`src/dvr_pkg.sv`:
```
`default_nettype none

package dvr_pkg;

  localparam int NODES   = 64;
  localparam int IDX_W   = 6;
  localparam int ID_W    = 6;
  localparam int COST_W  = 24;
  localparam int CHK_W   = 4;
  localparam int ADV_W   = 16;
  localparam int SCAN_W  = $clog2(NODES + 1);
  localparam int ADDR_W  = 4;
  localparam int DATA_W  = 32;

  localparam logic [COST_W-1:0] COST_MAX   = {COST_W{1'b1}};
  localparam logic [CHK_W-1:0]  CHECKS_MAX = {CHK_W{1'b1}};

  localparam logic [1:0] REG_OWN_ID    = 2'd0;
  localparam logic [1:0] REG_TOLERANCE = 2'd1;
  localparam logic [1:0] REG_NEEDED    = 2'd2;

  localparam logic [ID_W-1:0]   OWN_ID_RST    = '0;
  localparam logic [COST_W-1:0] TOLERANCE_RST = COST_W'(1000);
  localparam logic [CHK_W-1:0]  NEEDED_RST    = CHK_W'(3);

  typedef struct packed {
    logic [ID_W-1:0]   sender_id;
    logic [COST_W-1:0] link_cost;
    logic [ID_W-1:0]   dest_id;
    logic [COST_W-1:0] adv_cost;
    logic              last_entry;
  } dvr_in_t;

  typedef struct packed {
    logic              entry_updated;
    logic [COST_W-1:0] route_cost;
    logic [ID_W-1:0]   route_next_hop;
    logic              table_changed;
    logic [CHK_W-1:0]  stable_count;
    logic              converged;
    logic [ADV_W-1:0]  adverts_received;
  } dvr_out_t;

  typedef struct packed {
    logic [ID_W-1:0]   own_id;
    logic [COST_W-1:0] stable_tolerance;
    logic [CHK_W-1:0]  stable_needed;
  } dvr_cfg_t;

  typedef struct packed {
    logic load;
    logic update;
    logic scan_start;
    logic scan_step;
    logic finish;
    logic emit;
  } dvr_cmd_t;

  typedef struct packed {
    logic check_needed;
    logic scan_done;
    logic out_free;
  } dvr_status_t;

endpackage

`default_nettype wire

```
`src/dvr_ctrl.sv`:
```
`default_nettype none

module dvr_ctrl (
  input  logic                clk_i,
  input  logic                rst_ni,
  input  logic                in_valid_i,
  output logic                in_ready_o,
  input  dvr_pkg::dvr_status_t status_i,
  output dvr_pkg::dvr_cmd_t   cmd_o
);
  import dvr_pkg::*;

  typedef enum logic [2:0] {
    ST_IDLE,
    ST_UPDATE,
    ST_SCAN,
    ST_FINISH,
    ST_EMIT
  } state_e;

  state_e state_q, state_d;

  always_comb begin
    state_d    = state_q;
    cmd_o      = '0;
    in_ready_o = 1'b0;
    case (state_q)
      ST_IDLE: begin
        in_ready_o = 1'b1;
        if (in_valid_i) begin
          cmd_o.load = 1'b1;
          state_d    = ST_UPDATE;
        end
      end
      ST_UPDATE: begin
        cmd_o.update = 1'b1;
        if (status_i.check_needed) begin
          cmd_o.scan_start = 1'b1;
          state_d          = ST_SCAN;
        end else if (status_i.out_free) begin
          cmd_o.emit = 1'b1;
          state_d    = ST_IDLE;
        end else begin
          state_d = ST_EMIT;
        end
      end
      ST_SCAN: begin
        cmd_o.scan_step = 1'b1;
        if (status_i.scan_done) begin
          state_d = ST_FINISH;
        end
      end
      ST_FINISH: begin
        cmd_o.finish = 1'b1;
        if (status_i.out_free) begin
          cmd_o.emit = 1'b1;
          state_d    = ST_IDLE;
        end else begin
          state_d = ST_EMIT;
        end
      end
      ST_EMIT: begin
        if (status_i.out_free) begin
          cmd_o.emit = 1'b1;
          state_d    = ST_IDLE;
        end
      end
      default: begin
        state_d = ST_IDLE;
      end
    endcase
  end

  always_ff @(posedge clk_i or negedge rst_ni) begin
    if (!rst_ni) begin
      state_q <= ST_IDLE;
    end else begin
      state_q <= state_d;
    end
  end

endmodule

`default_nettype wire

```
`config.mk`:
```
export PLATFORM = sky130hd
export DESIGN_NAME = dvr_ctrl
export DESIGN_NICKNAME = d
export VERILOG_FILES = /design/src/dvr_pkg.sv /design/src/dvr_ctrl.sv
export SDC_FILE = /design/constraint.sdc
export NUM_CORES = 1
export LEC_CHECK = 0
export BUFFER_PORTS_ARGS = -buffer_cell sky130_fd_sc_hd__buf_2
export CORE_AREA = 3 3 40 42
export CTS_BUF_LIST = sky130_fd_sc_hd__clkbuf_8
export DETAILED_ROUTE_END_ITERATION = 10
export DIE_AREA = 0 0 43 45
export SLEW_MARGIN = 25
export SYNTH_ARGS = -nofsm -noshare
export SYNTH_HDL_FRONTEND = slang
export SYNTH_SLANG_ARGS = --single-unit
export TNS_END_PERCENT = 20
```
`constraint.sdc`:
```
create_clock -name clk_i -period 1.2 [get_ports clk_i]
set_input_delay 0.24 -clock clk_i [delete_from_list [all_inputs] [get_ports clk_i]]
set_output_delay 0.24 -clock clk_i [all_outputs]
set_load 0.05 [all_outputs]
```
==> Word-level counts from Yosys, hierarchy flattened <==
Index checks and enable logic that the tools add are counted.
{ "word_totals": {"regBits": 3, "word_cells": 27} }
{ "op_classes": {"n_eq_ne": 7, "mux": 16, "n_reduce_logical": 3} }
{ "ops": {"columns": ["cell", "count"], "rows": [
  ["$mux 3", 5],
  ["$pmux 3 s5", 1],
  ["$mux 1", 8],
  ["$eq 3x2->1 const B", 2],
  ["$ne 2x2->1 const B", 3],
  ["$eq 3x1->1 const B", 1],
  ["$eq 3x3->1 const B", 1],
  ["$logic_not 3->1", 1],
  ["$reduce_and 3->1", 1],
  ["$mux 2", 1],
  ["$pmux 1 s2", 1],
  ["$reduce_or 2->1", 1]
]} }

==> Logic depth before layout (Yosys ltp) <==
{ "logic_depth": {"word_depth": 3, "mapped_depth": 4, "depth_no_buf": 3} }

==> Worst setup path after synthesis <==
OpenSTA, ideal clock, no wires.
{ "synth_path": {"path_kind": "register -> output", "startpoint": "register state_q[1]", "endpoint": "output port cmd_o[3] (netlist name)", "t_arrival_ps": 1700, "slack_ps": -740, "path_stages_with_launch": 4, "n_path_buf": 1, "path_cell_list": "dfrtp_1 -> buf_6 -> nor3b_2 -> and2_1"} }
{ "synth_rtl": {"columns": ["item", "line", "text"], "rows": [
  ["start, declared", "dvr_ctrl.sv:21", "state_e state_q, state_d;"],
  ["start signal, assigned", "dvr_ctrl.sv:78", "state_q <= state_d;"],
  ["end, declared", "dvr_ctrl.sv:9", "output dvr_pkg::dvr_cmd_t cmd_o"]
]} }

==> impl_metrics.toml <==
[sta]
post-route-min-period_ns = 1.53
setup-violations-final = 7
drv_slew = 0
hold_viol_final = 0
rsz0062_at_grt = "true"
worstMarginPinSlew_ns = 0.251
clock_skew_ns = 0.00192
setup_slack_ns = -0.326
period_share_pct = 127
max_slew_margin_pct = 83.4
clock.fmax_mhz = 655

[hold_path]
hold_path.class = "in -> reg"
worstHoldStart = "status_i[0]"

[cts]
clock_latency_ns = 0.21
cts_buffer_depth = 2
cts-root-buf = "clkbuf_8"
numCtsBuffers = 3
cts_tree = "built"
cts.sinks = 3
clkSlewWorstSetupHoldPaths_ns = 0.03
h-tree-depth = 1

[run_status]
violations = "setup timing"
status = "finished with violations"

[grt]
grt_max_degree = 8
grt_usage_pct = 8.01
antenna_found_initial = 0
grt_pass1_vias = 254
overflow = 0
grt_pass1_wl_um = 1080

[worst_setup_path]
crit_start = "state_q[0]"
max_stage_delay_ns = 0.47
crit_slowest_cell = "dfrtp_2"
cp_cell_sequence = "nor3b_4, a31oi_2, nor2b_2, buf_6"
cp-end-kind = "output port"
cp.arrival_ns = 1.29
crit_type = "reg -> out"
critical_path_required_ns = 0.96
r2r-start = "state_q[0]"
crit_path_max_fanout = 7
critPathLaunchType = "flop"

[finish]
reg_top3 = "state_q (3)"
nets = 52
layout.cells.non_filler = 60
largest_register = "state_q"
areaGrowthSynthToFinish_pct = 122
final_area_um2 = 485
post-route-util_pct = 37.8
largest_reg_flops = 3
diodes = 0
final_layout_size_suffix_gt1_share_pct = 77.8

[logic_synthesis]
yosys_warnings = 0
synth_compound_area_share_pct = 5.14
synth_cell_types = 16
syn_nets = 28
synthSimpleGateAreaFrac_pct = 44.0
synth_top_family_by_area = "simple AND/OR/NAND/NOR gates"
synth.yosys.seq_area_share_pct = 34.3
avgSynthCellArea_um2 = 9.95
syn_area_um2 = 219
ys_seq_elements = 3
synth-adder-area-share_pct = 0
muxShareOfSynthArea_pct = 4.57
synth-xor-area-share_pct = 0
syn_inst = 22

[place]
place_congestion = 0.750
dpl_cell_area_um2 = 353
io_buffer_count = 12
dp_cells = 54
hpwl_um = 414

[drt]
wl_um = 651
vias = 238
drt_iter0_markers = 0
drt_pass1_iterations = 1
via_per_inst = 3.97
wl_per_cell_um = 10.9
ant_nets = 0
drc = 0

[floorplanning]
die_w_um = 43
core_area_mm2 = 0.00128
io_pins = 13
initial_core_util_pct = 17.0
die_area_mm2 = 0.00194
die_h_um = 45
rows = 13

[power]
max-vdd-ir-drop_uv = 1400
leakagePower_nw = 0.224
power-per-cell-area_mw_per_mm2 = 3000

[run]
drv_cap = 0
[metal layers]
layer  share of wire, %  GRT usage [%]  vias up
met4                  0           7.23        0
met1                 40           8.98      108
met3                6.5           1.20        0
met5                  0              0        -
met2                 54           13.2        9
li1                   -              -      121
[metrics by stage]
step	hold WS (ns)	setup WS, ns	TNS, ns	power (mW)
3_3_place_gp	0.0367	-0.192	-0.832	0.970
3_5_place_dp	0.0369	-0.217	-0.880	0.978
2_1_floorplan	-0.0556	-0.389	-1.30	0.810
6_report	0.184	-0.326	-1.92	1.46
5_1_grt	0.184	-0.394	-2.30	1.54
4_1_cts	0.181	-0.295	-1.82	1.43
[final cells by class]
cell class | count | area [µm²]
Fill cell | 130 | 800
Tap cell | 15 | 18.8
Timing Repair Buffer | 21 | 179
Inverter | 1 | 3.75
Clock buffer | 3 | 41.3
Multi-Input combinational cell | 16 | 160
Sequential cell | 3 | 78.8
Clock inverter | 1 | 3.75
[Yosys cell counts]
| cell | count | share of area (%) |
|---|---|---|
| dfrtp_1 | 3 | 34 |
| and2_1 | 2 | 5.7 |
| buf_6 | 2 | 10 |
| nand2b_1 | 2 | 5.7 |
| nor3b_2 | 2 | 11 |
| a21oi_1 | 1 | 2.3 |
| a31oi_1 | 1 | 2.9 |
| and3_1 | 1 | 2.9 |
| inv_1 | 1 | 1.7 |
| mux2i_1 | 1 | 4.6 |
| nand3b_1 | 1 | 3.4 |
| nor2_1 | 1 | 1.7 |
| nor2b_1 | 1 | 2.9 |
| nor3_1 | 1 | 2.3 |
| nor3_2 | 1 | 4.6 |
| nor3b_1 | 1 | 3.4 |
[path summary, 6_finish.rpt]
kind                                    to  slack [ns]  cells after the start
worst max-delay path              cmd_o[0]       -0.33                      4
worst min-delay path            state_q[2]        0.18                      2
worst max register to register  state_q[1]        0.09                      4
worst min register to register  state_q[0]        0.59                      1
max in group asynchronous       state_q[0]        0.73                      2
min in group asynchronous       state_q[2]        0.35                      2
[cell usage in the layout, fill, tap and decap left out, drive strengths merged]
master        n
nor2          1
a31oi         1
and2          2
buf          20
nand3b        1
nor3          2
inv           2
and3          1
nor3b         3
a21oi         1
dfrtp         3
nand2b        2
nor2b         1
clkbuf        3
mux2i         1
dlygate4sd3   1
[cell families (layout without fill, tap and decap cells)]
logic type / after synthesis / in the layout
AOI/OAI and AO/OA: 2 / 2
and+or+nand+nor: 13 / 13
muxes: 1 / 1
buffers and inverters: 3 / 26
DFF: 3 / 3
[power by group]
part,switching [mW],internal [mW],leakage [nW]
clock,0.0614,0.217,0.0269
combinational,0.503,0.434,0.162
sequential,0.0975,0.145,0.0350
[worst max-delay path, delay by kind of cell, from the launching register on]
| kind | cells | cell delay [ns] |
|---|---|---|
| flops | 1 | 0.47 |
| simple gates | 2 | 0.36 |
| buf+inv | 1 | 0.16 |
| compound gates | 1 | 0.08 |
[timing repair]
| item | CTS | global route |
|---|---|---|
| pin swaps | 4 | 1 |
| gates resized for setup | 19 | 3 |
| buffers inserted | 1 | 0 |
| endpoints found under the setup margin | 7 | 7 |
| hold buffers | 1 | 0 |
| endpoints found under the hold margin | 3 | 0 |
Power figures use the tool's default switching activity.
