===== src/dvr_pkg.sv =====
`default_nettype none

package dvr_pkg;

  localparam int NODES   = 64;
  localparam int IDX_W   = 6;
  localparam int ID_W    = 6;
  localparam int COST_W  = 24;
  localparam int CHK_W   = 4;
  localparam int ADV_W   = 16;
  localparam int SCAN_W  = $clog2(NODES + 1);
  localparam int ADDR_W  = 4;
  localparam int DATA_W  = 32;

  localparam logic [COST_W-1:0] COST_MAX   = {COST_W{1'b1}};
  localparam logic [CHK_W-1:0]  CHECKS_MAX = {CHK_W{1'b1}};

  localparam logic [1:0] REG_OWN_ID    = 2'd0;
  localparam logic [1:0] REG_TOLERANCE = 2'd1;
  localparam logic [1:0] REG_NEEDED    = 2'd2;

  localparam logic [ID_W-1:0]   OWN_ID_RST    = '0;
  localparam logic [COST_W-1:0] TOLERANCE_RST = COST_W'(1000);
  localparam logic [CHK_W-1:0]  NEEDED_RST    = CHK_W'(3);

  typedef struct packed {
    logic [ID_W-1:0]   sender_id;
    logic [COST_W-1:0] link_cost;
    logic [ID_W-1:0]   dest_id;
    logic [COST_W-1:0] adv_cost;
    logic              last_entry;
  } dvr_in_t;

  typedef struct packed {
    logic              entry_updated;
    logic [COST_W-1:0] route_cost;
    logic [ID_W-1:0]   route_next_hop;
    logic              table_changed;
    logic [CHK_W-1:0]  stable_count;
    logic              converged;
    logic [ADV_W-1:0]  adverts_received;
  } dvr_out_t;

  typedef struct packed {
    logic [ID_W-1:0]   own_id;
    logic [COST_W-1:0] stable_tolerance;
    logic [CHK_W-1:0]  stable_needed;
  } dvr_cfg_t;

  typedef struct packed {
    logic load;
    logic update;
    logic scan_start;
    logic scan_step;
    logic finish;
    logic emit;
  } dvr_cmd_t;

  typedef struct packed {
    logic check_needed;
    logic scan_done;
    logic out_free;
  } dvr_status_t;

endpackage

`default_nettype wire


===== src/dvr_datapath.sv =====
`default_nettype none

module dvr_datapath (
  input  logic                 clk_i,
  input  logic                 rst_ni,
  input  dvr_pkg::dvr_cmd_t    cmd_i,
  output dvr_pkg::dvr_status_t status_o,
  input  dvr_pkg::dvr_cfg_t    cfg_i,
  input  dvr_pkg::dvr_in_t     in_i,
  output logic                 out_valid_o,
  input  logic                 out_ready_i,
  output dvr_pkg::dvr_out_t    out_o
);
  import dvr_pkg::*;

  logic [COST_W-1:0] cost_mem [NODES];
  logic [ID_W-1:0]   hop_mem  [NODES];
  logic [COST_W-1:0] snap_mem [NODES];

  dvr_in_t           in_q;
  logic [COST_W-1:0] cost_rd_q;
  logic [ID_W-1:0]   hop_rd_q;
  logic [COST_W-1:0] snap_rd_q;

  logic [NODES-1:0]  route_valid_q, route_valid_d;
  logic [NODES-1:0]  snap_valid_q, snap_valid_d;
  logic              snap_taken_q, snap_taken_d;
  logic              changed_q, changed_d;
  logic [CHK_W-1:0]  checks_q, checks_d;
  logic              conv_q, conv_d;
  logic [ADV_W-1:0]  adv_q, adv_d;
  logic              tchg_q, tchg_d;
  logic [SCAN_W-1:0] scan_cnt_q, scan_cnt_d;
  logic              eval_q, eval_d;
  logic [IDX_W-1:0]  eval_idx_q;
  logic              acc_q, acc_d;
  logic              out_valid_q, out_valid_d;

  logic              upd_q;
  logic [COST_W-1:0] rcost_q;
  logic [ID_W-1:0]   rhop_q;
  dvr_out_t          out_q, out_d;

  logic [COST_W:0]   sum;
  logic [COST_W-1:0] cand;
  logic              own_hit;
  logic              rv_hit;
  logic              do_upd;
  logic              changed_now;
  logic [COST_W-1:0] live_cost;
  logic [ID_W-1:0]   live_hop;

  logic              scan_rd;
  logic              rd_en;
  logic [IDX_W-1:0]  rd_addr;

  logic              ev_own;
  logic              ev_valid;
  logic [COST_W-1:0] ev_cost;
  logic [COST_W-1:0] ev_diff;
  logic              ev_ok;
  logic [CHK_W-1:0]  checks_inc;

  assign sum     = {1'b0, in_q.link_cost} + {1'b0, in_q.adv_cost};
  assign cand    = sum[COST_W] ? COST_MAX : sum[COST_W-1:0];
  assign own_hit = (in_q.dest_id == cfg_i.own_id);
  assign rv_hit  = route_valid_q[in_q.dest_id];
  assign do_upd  = cmd_i.update && !own_hit && (!rv_hit || (cand < cost_rd_q));
  assign changed_now = changed_q | do_upd;

  always_comb begin
    if (own_hit) begin
      live_cost = '0;
      live_hop  = cfg_i.own_id;
    end else if (do_upd) begin
      live_cost = cand;
      live_hop  = in_q.sender_id;
    end else if (rv_hit) begin
      live_cost = cost_rd_q;
      live_hop  = hop_rd_q;
    end else begin
      live_cost = '0;
      live_hop  = '0;
    end
  end

  assign scan_rd = cmd_i.scan_step && (scan_cnt_q < SCAN_W'(NODES));
  assign rd_en   = cmd_i.load | scan_rd;
  assign rd_addr = cmd_i.load ? in_i.dest_id : scan_cnt_q[IDX_W-1:0];

  assign ev_own   = (eval_idx_q == cfg_i.own_id);
  assign ev_valid = ev_own | route_valid_q[eval_idx_q];
  assign ev_cost  = ev_own ? '0 : cost_rd_q;
  assign ev_diff  = (ev_cost >= snap_rd_q) ? (ev_cost - snap_rd_q) : (snap_rd_q - ev_cost);
  assign ev_ok    = !ev_valid ||
                    (snap_valid_q[eval_idx_q] && (ev_diff <= cfg_i.stable_tolerance));

  assign checks_inc = (checks_q == CHECKS_MAX) ? checks_q : checks_q + 1'b1;

  always_comb begin
    route_valid_d = route_valid_q;
    snap_valid_d  = snap_valid_q;
    snap_taken_d  = snap_taken_q;
    changed_d     = changed_q;
    checks_d      = checks_q;
    conv_d        = conv_q;
    adv_d         = adv_q;
    tchg_d        = tchg_q;
    scan_cnt_d    = scan_cnt_q;
    eval_d        = 1'b0;
    acc_d         = acc_q;

    if (cmd_i.update) begin
      if (do_upd) begin
        route_valid_d[in_q.dest_id] = 1'b1;
      end
      if (in_q.last_entry) begin
        tchg_d    = changed_now;
        changed_d = 1'b0;
        adv_d     = adv_q + 1'b1;
      end else begin
        tchg_d    = 1'b0;
        changed_d = changed_now;
      end
    end

    if (cmd_i.scan_start) begin
      scan_cnt_d = '0;
      acc_d      = snap_taken_q;
    end

    if (scan_rd) begin
      scan_cnt_d = scan_cnt_q + 1'b1;
      eval_d     = 1'b1;
    end

    if (eval_q) begin
      acc_d                    = acc_q & ev_ok;
      snap_valid_d[eval_idx_q] = ev_valid;
    end

    if (cmd_i.finish) begin
      snap_taken_d = 1'b1;
      if (acc_q) begin
        checks_d = checks_inc;
        if (checks_inc >= cfg_i.stable_needed) begin
          conv_d = 1'b1;
        end
      end else begin
        checks_d = '0;
      end
    end
  end

  assign out_valid_d = cmd_i.emit | (out_valid_q & ~out_ready_i);

  always_comb begin
    out_d.entry_updated    = cmd_i.update ? do_upd : upd_q;
    out_d.route_cost       = cmd_i.update ? live_cost : rcost_q;
    out_d.route_next_hop   = cmd_i.update ? live_hop : rhop_q;
    out_d.table_changed    = tchg_d;
    out_d.stable_count     = checks_d;
    out_d.converged        = conv_d;
    out_d.adverts_received = adv_d;
  end

  always_ff @(posedge clk_i or negedge rst_ni) begin
    if (!rst_ni) begin
      route_valid_q <= '0;
      snap_valid_q  <= '0;
      snap_taken_q  <= 1'b0;
      changed_q     <= 1'b0;
      checks_q      <= '0;
      conv_q        <= 1'b0;
      adv_q         <= '0;
      tchg_q        <= 1'b0;
      scan_cnt_q    <= '0;
      eval_q        <= 1'b0;
      acc_q         <= 1'b0;
      out_valid_q   <= 1'b0;
    end else begin
      route_valid_q <= route_valid_d;
      snap_valid_q  <= snap_valid_d;
      snap_taken_q  <= snap_taken_d;
      changed_q     <= changed_d;
      checks_q      <= checks_d;
      conv_q        <= conv_d;
      adv_q         <= adv_d;
      tchg_q        <= tchg_d;
      scan_cnt_q    <= scan_cnt_d;
      eval_q        <= eval_d;
      acc_q         <= acc_d;
      out_valid_q   <= out_valid_d;
    end
  end

  always_ff @(posedge clk_i) begin
    if (cmd_i.load) begin
      in_q <= in_i;
    end
    if (cmd_i.update) begin
      upd_q   <= do_upd;
      rcost_q <= live_cost;
      rhop_q  <= live_hop;
    end
    if (scan_rd) begin
      eval_idx_q <= scan_cnt_q[IDX_W-1:0];
    end
    if (cmd_i.emit) begin
      out_q <= out_d;
    end
  end

  always_ff @(posedge clk_i) begin
    if (do_upd) begin
      cost_mem[in_q.dest_id] <= cand;
      hop_mem[in_q.dest_id]  <= in_q.sender_id;
    end
    if (rd_en) begin
      cost_rd_q <= cost_mem[rd_addr];
      hop_rd_q  <= hop_mem[rd_addr];
    end
  end

  always_ff @(posedge clk_i) begin
    if (eval_q) begin
      snap_mem[eval_idx_q] <= ev_valid ? ev_cost : '0;
    end
    if (scan_rd) begin
      snap_rd_q <= snap_mem[scan_cnt_q[IDX_W-1:0]];
    end
  end

  assign status_o.check_needed = in_q.last_entry && !changed_now;
  assign status_o.scan_done    = (scan_cnt_q == SCAN_W'(NODES)) && !eval_q;
  assign status_o.out_free     = !out_valid_q || out_ready_i;

  assign out_valid_o = out_valid_q;
  assign out_o       = out_q;

endmodule

`default_nettype wire


===== config.mk =====
export PLATFORM = sky130hd
export DESIGN_NAME = dvr_datapath
export DESIGN_NICKNAME = d
export VERILOG_FILES = /design/src/dvr_pkg.sv /design/src/dvr_datapath.sv
export SDC_FILE = /design/constraint.sdc
export NUM_CORES = 2
export LEC_CHECK = 0
export BUFFER_PORTS_ARGS = -buffer_cell sky130_fd_sc_hd__buf_2
export CAP_MARGIN = 20
export CELL_PAD_IN_SITES_DETAIL_PLACEMENT = 0
export CELL_PAD_IN_SITES_GLOBAL_PLACEMENT = 1
export CORE_UTILIZATION = 50
export CTS_BUF_LIST = sky130_fd_sc_hd__clkbuf_4 sky130_fd_sc_hd__clkbuf_8
export DETAILED_ROUTE_END_ITERATION = 7
export GPL_ROUTABILITY_DRIVEN = 0
export PLACE_DENSITY_LB_ADDON = 0.1
export SYNTH_ARGS = -nofsm -noshare
export SYNTH_HDL_FRONTEND = slang
export SYNTH_SLANG_ARGS = --single-unit

===== constraint.sdc =====
create_clock -name clk_i -period 9.5 [get_ports clk_i]
set_input_delay 1.425 -clock clk_i [delete_from_list [all_inputs] [get_ports clk_i]]
set_output_delay 1.425 -clock clk_i [all_outputs]
set_load 0.01 [all_outputs]

== After elaboration in Yosys (flattened, before gate mapping) ==
Memories as Yosys holds them, arrays and structs flattened. A register that Yosys moved wholly into a read port is not among the register bits.
Index checks and enable logic that the tools add are counted.
Storage, ports and cells
  memories kept: 3
  logic and storage cells: 123
  bits in writable memories: 3456
  flip-flop bits (word level): 313
Operators by class
  magnitude comparators: 9
  multiplexer cells: 45
  bitwise operators: 8
  add/sub/neg operators: 6
  reductions and logical operators: 20
  eq/ne operators: 4
Memory list
  cost_mem: depth 64, bits a word 24, read ports 1, clocked after Yosys merged registers in 1, wr ports 1, line dvr_datapath.sv:16  | logic [COST_W-1:0] cost_mem [NODES];
  snap_mem: depth 64, bits a word 24, read ports 1, clocked after Yosys merged registers in 1, wr ports 1, line dvr_datapath.sv:18  | logic [COST_W-1:0] snap_mem [NODES];
  hop_mem: depth 64, bits a word 6, read ports 1, clocked after Yosys merged registers in 1, wr ports 1, line dvr_datapath.sv:17  | logic [ID_W-1:0] hop_mem [NODES];
Operator list (number)
  $mux W24: 8
  $bwmux W64: 1
  $or A64 B64 Y64: 1
  $sub A24 B24 Y24: 2
  $mux W16: 2
  $mux W6: 5
  $add A24 B24 Y25: 1
  $ge A24 B24 Y1: 1
  $le A24 B24 Y1: 1
  $lt A24 B24 Y1: 1
  $mux W1: 19
  $bmux W1 S6: 3
  $add A16 B1 Y16 const B: 1
  $lt A6 B7 Y1 const B: 2
  $mux W7: 2
  $demux W1 S6: 2
  $eq A6 B6 Y1: 2
  $ge A6 B1 Y1 const B: 2
  $mux W4: 3
  $logic_and A1 B1 Y1: 8
  $add A7 B1 Y7 const B: 1
  $eq A7 B7 Y1 const B: 1
  $lt A7 B7 Y1 const B: 1
  $logic_not A1 Y1: 6
  other kinds (9): 16

== Longest topological paths before layout ==
  depth in word-level cells: 9
  depth in mapped cells: 30
  depth with buffers taken out: 29

== Least setup slack after synthesis ==
Ideal clock, no wire load.
  path kind: register to register
  start point: register in_q[9] in the netlist's numbering
  end point: memory cost_mem[8][0], enable pin
  data arrival time: 9.575 ns
  buffers on the path: 1
  slack: -0.579 ns
  stages on the path, launching flop included: 18
  library setup time: 0.504 ns
  data required time: 8.996 ns
  clock period less this slack: 10.079 ns
  cells stage by stage: edfxtp_1 -> ha_1 -> a2111oi_0 -> nand3_1 -> and3_1 -> o21ai_0 -> ha_1 -> a211oi_1 -> o21bai_1 -> a21o_1 -> a221oi_1 -> o21ai_0 -> nor3_1 -> o211ai_1 -> a21oi_4 -> nand2b_1 -> buf_2 -> nor4b_1
On the way
  cells in the longest elaborated chain, start to end: 7
RTL lines
  start, declared: line dvr_datapath.sv:20  | dvr_in_t in_q;
  start signal, assigned: line dvr_datapath.sv:199  | in_q <= in_i;
  $add A24 B24 Y25: line dvr_datapath.sv:64  | assign sum = {1'b0, in_q.link_cost} + {1'b0, in_q.adv_cost};
  $mux W24: line dvr_datapath.sv:65  | assign cand = sum[COST_W] ? COST_MAX : sum[COST_W-1:0];
  via cand[9]: line dvr_datapath.sv:45  | logic [COST_W-1:0] cand;
  $lt A24 B24 Y1: line dvr_datapath.sv:68  | assign do_upd = cmd_i.update && !own_hit && (!rv_hit || (cand < cost_rd_q));
  $logic_or A1 B1 Y1: line dvr_datapath.sv:68
  $logic_and A1 B1 Y1: line dvr_datapath.sv:68
  $mux W1: line dvr_datapath.sv:215  | if (do_upd) begin
  $mux W1 (not written as such): line dvr_datapath.sv:216  | cost_mem[in_q.dest_id] <= cand;
  end, declared: line dvr_datapath.sv:16
The timed path passes the listed nets, and every way through them passes these cells.

==> results by group <==
CTS
  – Root Driver: clkbuf_8
  – Setup Fix Bufs, Post-CTS: 0
  – CTS Buffer Depth: 4
  – Clk pin slew, worst setup/hold paths: 0.07 ns
  – Clock latency at the later pin of the worst-skew pair: 1.21 ns
  – CTS buffer count: 625
  – Clk sink count: 3,823
  – Post-cts resize count: 0
  – CTS tree: built
  – # H-tree levels: 6
  – Cts hold-fix bufs: 0

Synthesis
  – Cells after synthesis: 7,441
  – Largest family of logic cells by synthesized area: multiplexers
  – EDFF count, synth: 3,630
  – Synthesized area: 152,000 µm²
  – Yosys top cell by area: edfxtp_1
  – Xor/xnor share of the synthesized area: 0.00381
  – Async SR Flop Fraction: 0.0424
  – Mapped Avg Cell Area: 20.4 µm²
  – Post-synthesis simple-gate area fraction: 0.0275
  – Area share of fa/ha/maj cells after synthesis: 0.0108
  – Synth unique cells: 76
  – Synth Area in Compound Gates: 0.0365
  – Synthesized Nets: 7,674
  – Mux contribution to synthesized area: 0.157
  – Synth top area cells: edfxtp_1, mux4_2, dfrtp_1
  – Syn. warnings: 0
  – Sequential element share of the synthesized area: 0.749
  – Synth Flop Type: edfxtp_1
  – Top cell type's share of synthesized area: 0.718
  – Yosys reg bits: 3,823

Floorplanning
  – Die area: 306,000 µm²
  – Die Y: 553 µm
  – Die width: 553 µm
  – Rows: 201
  – IO Count: 161
  – Initial Util: 0.505
  – Core Box Area: 301,000 µm²

STA
  – Slew HR: 0.145
  – RSZ-0062 raised after global routing: false
  – Final min period: 8.65 ns
  – Layout Skew: 0.0738 ns
  – Final hold viol count: 0
  – Final setup TNS: 0 ns
  – Max frequency: 0.116 GHz
  – Final period util: 0.910
  – Worst-margin pin slew: 1.27 ns
  – Final Max Tran Viols: 0
  – Final number of setup-violating endpoints: 0

Pwr
  – Sw Share: 0.272
  – Switching pwr: 11.0 mW
  – Combinational Power Share: 0.157
  – Clock Power Share: 0.347
  – Maximum VDD drop: 0.000142 V
  – Power Internal: 29.4 mW
  – Flop pwr share: 0.496
  – PwrDens: 235 nW/µm²
  – Total Power: 40.4 mW
  – Leakage: 55.9 nW

Worst setup path
  – Flop2flop setup slack: 1.68 ns
  – Critical R2R Launch: in_q[1]
  – Crit. End Element: primary output
  – Reg2Reg Depth: 23
  – Kind of critical path: register to primary output
  – Startpoint Class: register
  – R2R Path End: cost_mem[49][10]
  – CP arrival: 7.22 ns
  – Crit-path max FO: 15
  – Worst EP required: 8.08 ns

Placement
  – HPWL Detailed: 246,000 µm
  – PortBufs: 160

Drt
  – Detailed-route wire length per cell: 33.9 µm
  – Via count: 78,100
  – First-iteration detailed-routing DRC count: 8,270
  – # DRC: 0
  – TritonRoute pass-1 iters: 8
  – DRT met1 WL: 165,000 µm
  – Met3 WL: 25,400 µm
  – Drt via density: 6.23
  – Final ANT Viol Nets: 0
  – Routed met2 length: 217,000 µm
  – Top layer reached by signal wires: met5
  – Detailed Route WL: 424,000 µm

Job
  – MaxCap Viol Count: 0

Cells and area
  – Layout Area Growth over Synthesis: 13.4%
  – Fillers: 22,500
  – Post-layout nets: 8,316
  – Most frequent cells in the layout: edfxtp_1, mux4_2, clkbuf_8, nand2_1, buf_4
  – Layout cells sized above 1: 0.318
  – Sequential cell area: 114,000 µm²
  – Most common cell after layout, fill and taps aside: edfxtp_1
  – Area of the multi-input gates: 37,400 µm²

Global routing
  – Largest net degree at the start of global routing: 142
  – Vias in the first global route: 80,600
  – Initial antenna violation count: 35
  – Remaining Overflow, GRT: 0
  – First-pass GRT wire length: 600,000 µm
  – Gr usage total: 0.277

Hold path
  – Hold Crit Class: input pin to asynchronous set/reset pin

Outcome
  – Status: finished, final reports clean
[synth_stat cells (31+ instances only)]
cell	count
ha_1	126
nor3_1	39
o21bai_1	50
a211oi_1	159
mux2i_1	56
xnor2_1	39
buf_1	65
nand2_1	371
a31oi_1	102
dfxtp_1	31
nand3_1	35
mux2_2	86
and2_1	129
inv_1	140
nor2_1	203
dfrtp_1	162
buf_2	100
mux4_2	993
o21ai_0	72
a311oi_1	63
a21o_1	50
a21oi_1	170
clkbuf_1	267
edfxtp_1	3630
[sequential cells by signal (all words and copies together), names as in the netlist, 7 cells and up]
name	cells
hop_mem	384
rcost_q	24
route_valid_q	64
out_o	53
snap_rd_q	24
cost_mem	1536
in_q	61
cost_rd_q	24
scan_cnt_q	7
snap_valid_q	64
adv_q	16
snap_mem	1536
[power by group through the flow]
| stage | combinational (mW) | clock [mW] | sequential (mW) |
|---|---|---|---|
| global route | 6.72 | 15.0 | 20.0 |
| global placement | 6.28 | 0 | 20.3 |
| CTS | 6.39 | 14.3 | 20.0 |
| finish | 6.34 | 14.0 | 20.0 |
| floorplan | 3.80 | 0 | 20.3 |
| detailed placement | 6.38 | 0 | 20.4 |
[worst max-delay path, stage by stage, from the launching register on]
cell and delay [ns]:
edfxtp_1 0.38, ha_1 0.22, inv_1 0.08, fa_1 0.21, nor2b_1 0.12, o31a_1 0.35, o21ai_1 0.21, a21oi_1 0.12
o211ai_1 0.26, and2_1 0.26, o21a_1 0.55, buf_4 0.40, o21ai_4 0.09, ha_1 0.30, a211oi_1 0.22, o21bai_1 0.10
a21o_1 0.18, a221oi_1 0.39, o21ai_0 0.13, nor3_1 0.19, o211ai_1 0.25, a21oi_4 0.51, nor2_1 0.14, and2_1 0.20
buf_2 0.14
[metrics by stage]
stage | hold slack, ns | setup slack [ns] | area [µm²] | utilization | cells
finish | 0.234 | 0.852 | 172000 | 0.572 | 12500
global route | 0.222 | 0.367 | 172000 | 0.572 | 12500
CTS | 0.149 | 0.768 | 172000 | 0.571 | 12500
detailed placement | 0.441 | 1.59 | 160000 | 0.531 | 11400
global placement | 0.438 | 1.51 | 160000 | 0.530 | 11400
floorplan | 0.423 | 0.466 | 152000 | - | 7441
[worst max path at each step]
stage                           end  slack, ns  startpoint  cells after the start
floorplan           cost_mem[31][0]       0.47     in_q[9]                     17
global placement              acc_q       1.51   cfg_i[31]                     29
detailed placement            acc_q       1.59   cfg_i[31]                     26
CTS                     status_o[2]       0.77     in_q[1]                     24
global route            status_o[2]       0.37     in_q[1]                     24
finish                  status_o[2]       0.85     in_q[1]                     24
[cell type report]
type,instances,share of cell area
flip-flops and latches,3823,0.661
multi-input cells,3044,0.217
clock buffers,865,0.0610
well taps,3958,0.0288
repair buffers,448,0.0197
clock inverters,220,0.00926
inverters,141,0.00308
diodes,28,0.000407
[cells by family (layout without fill, tap and decap cells)]
logic type               Yosys count  count (layout)
other                              0              28
AO/OA/AOI/OAI                    810             810
AND/OR/NAND/NOR                  904             904
XOR/XNOR                          66              66
multiplexers                    1135            1135
buffers and inverters            574            1674
adder cells (fa/ha/maj)          129             129
flip-flops                      3823            3823
[per-layer routing]
| layer | global-route usage | vias to the layer above |
|---|---|---|
| met4 | 0.111 | 6 |
| met2 | 0.471 | 2991 |
| met1 | 0.362 | 42200 |
| met3 | 0.0392 | 736 |
| met5 | 0 | - |
| li1 | - | 32200 |
Power figures use the tool's default switching activity.
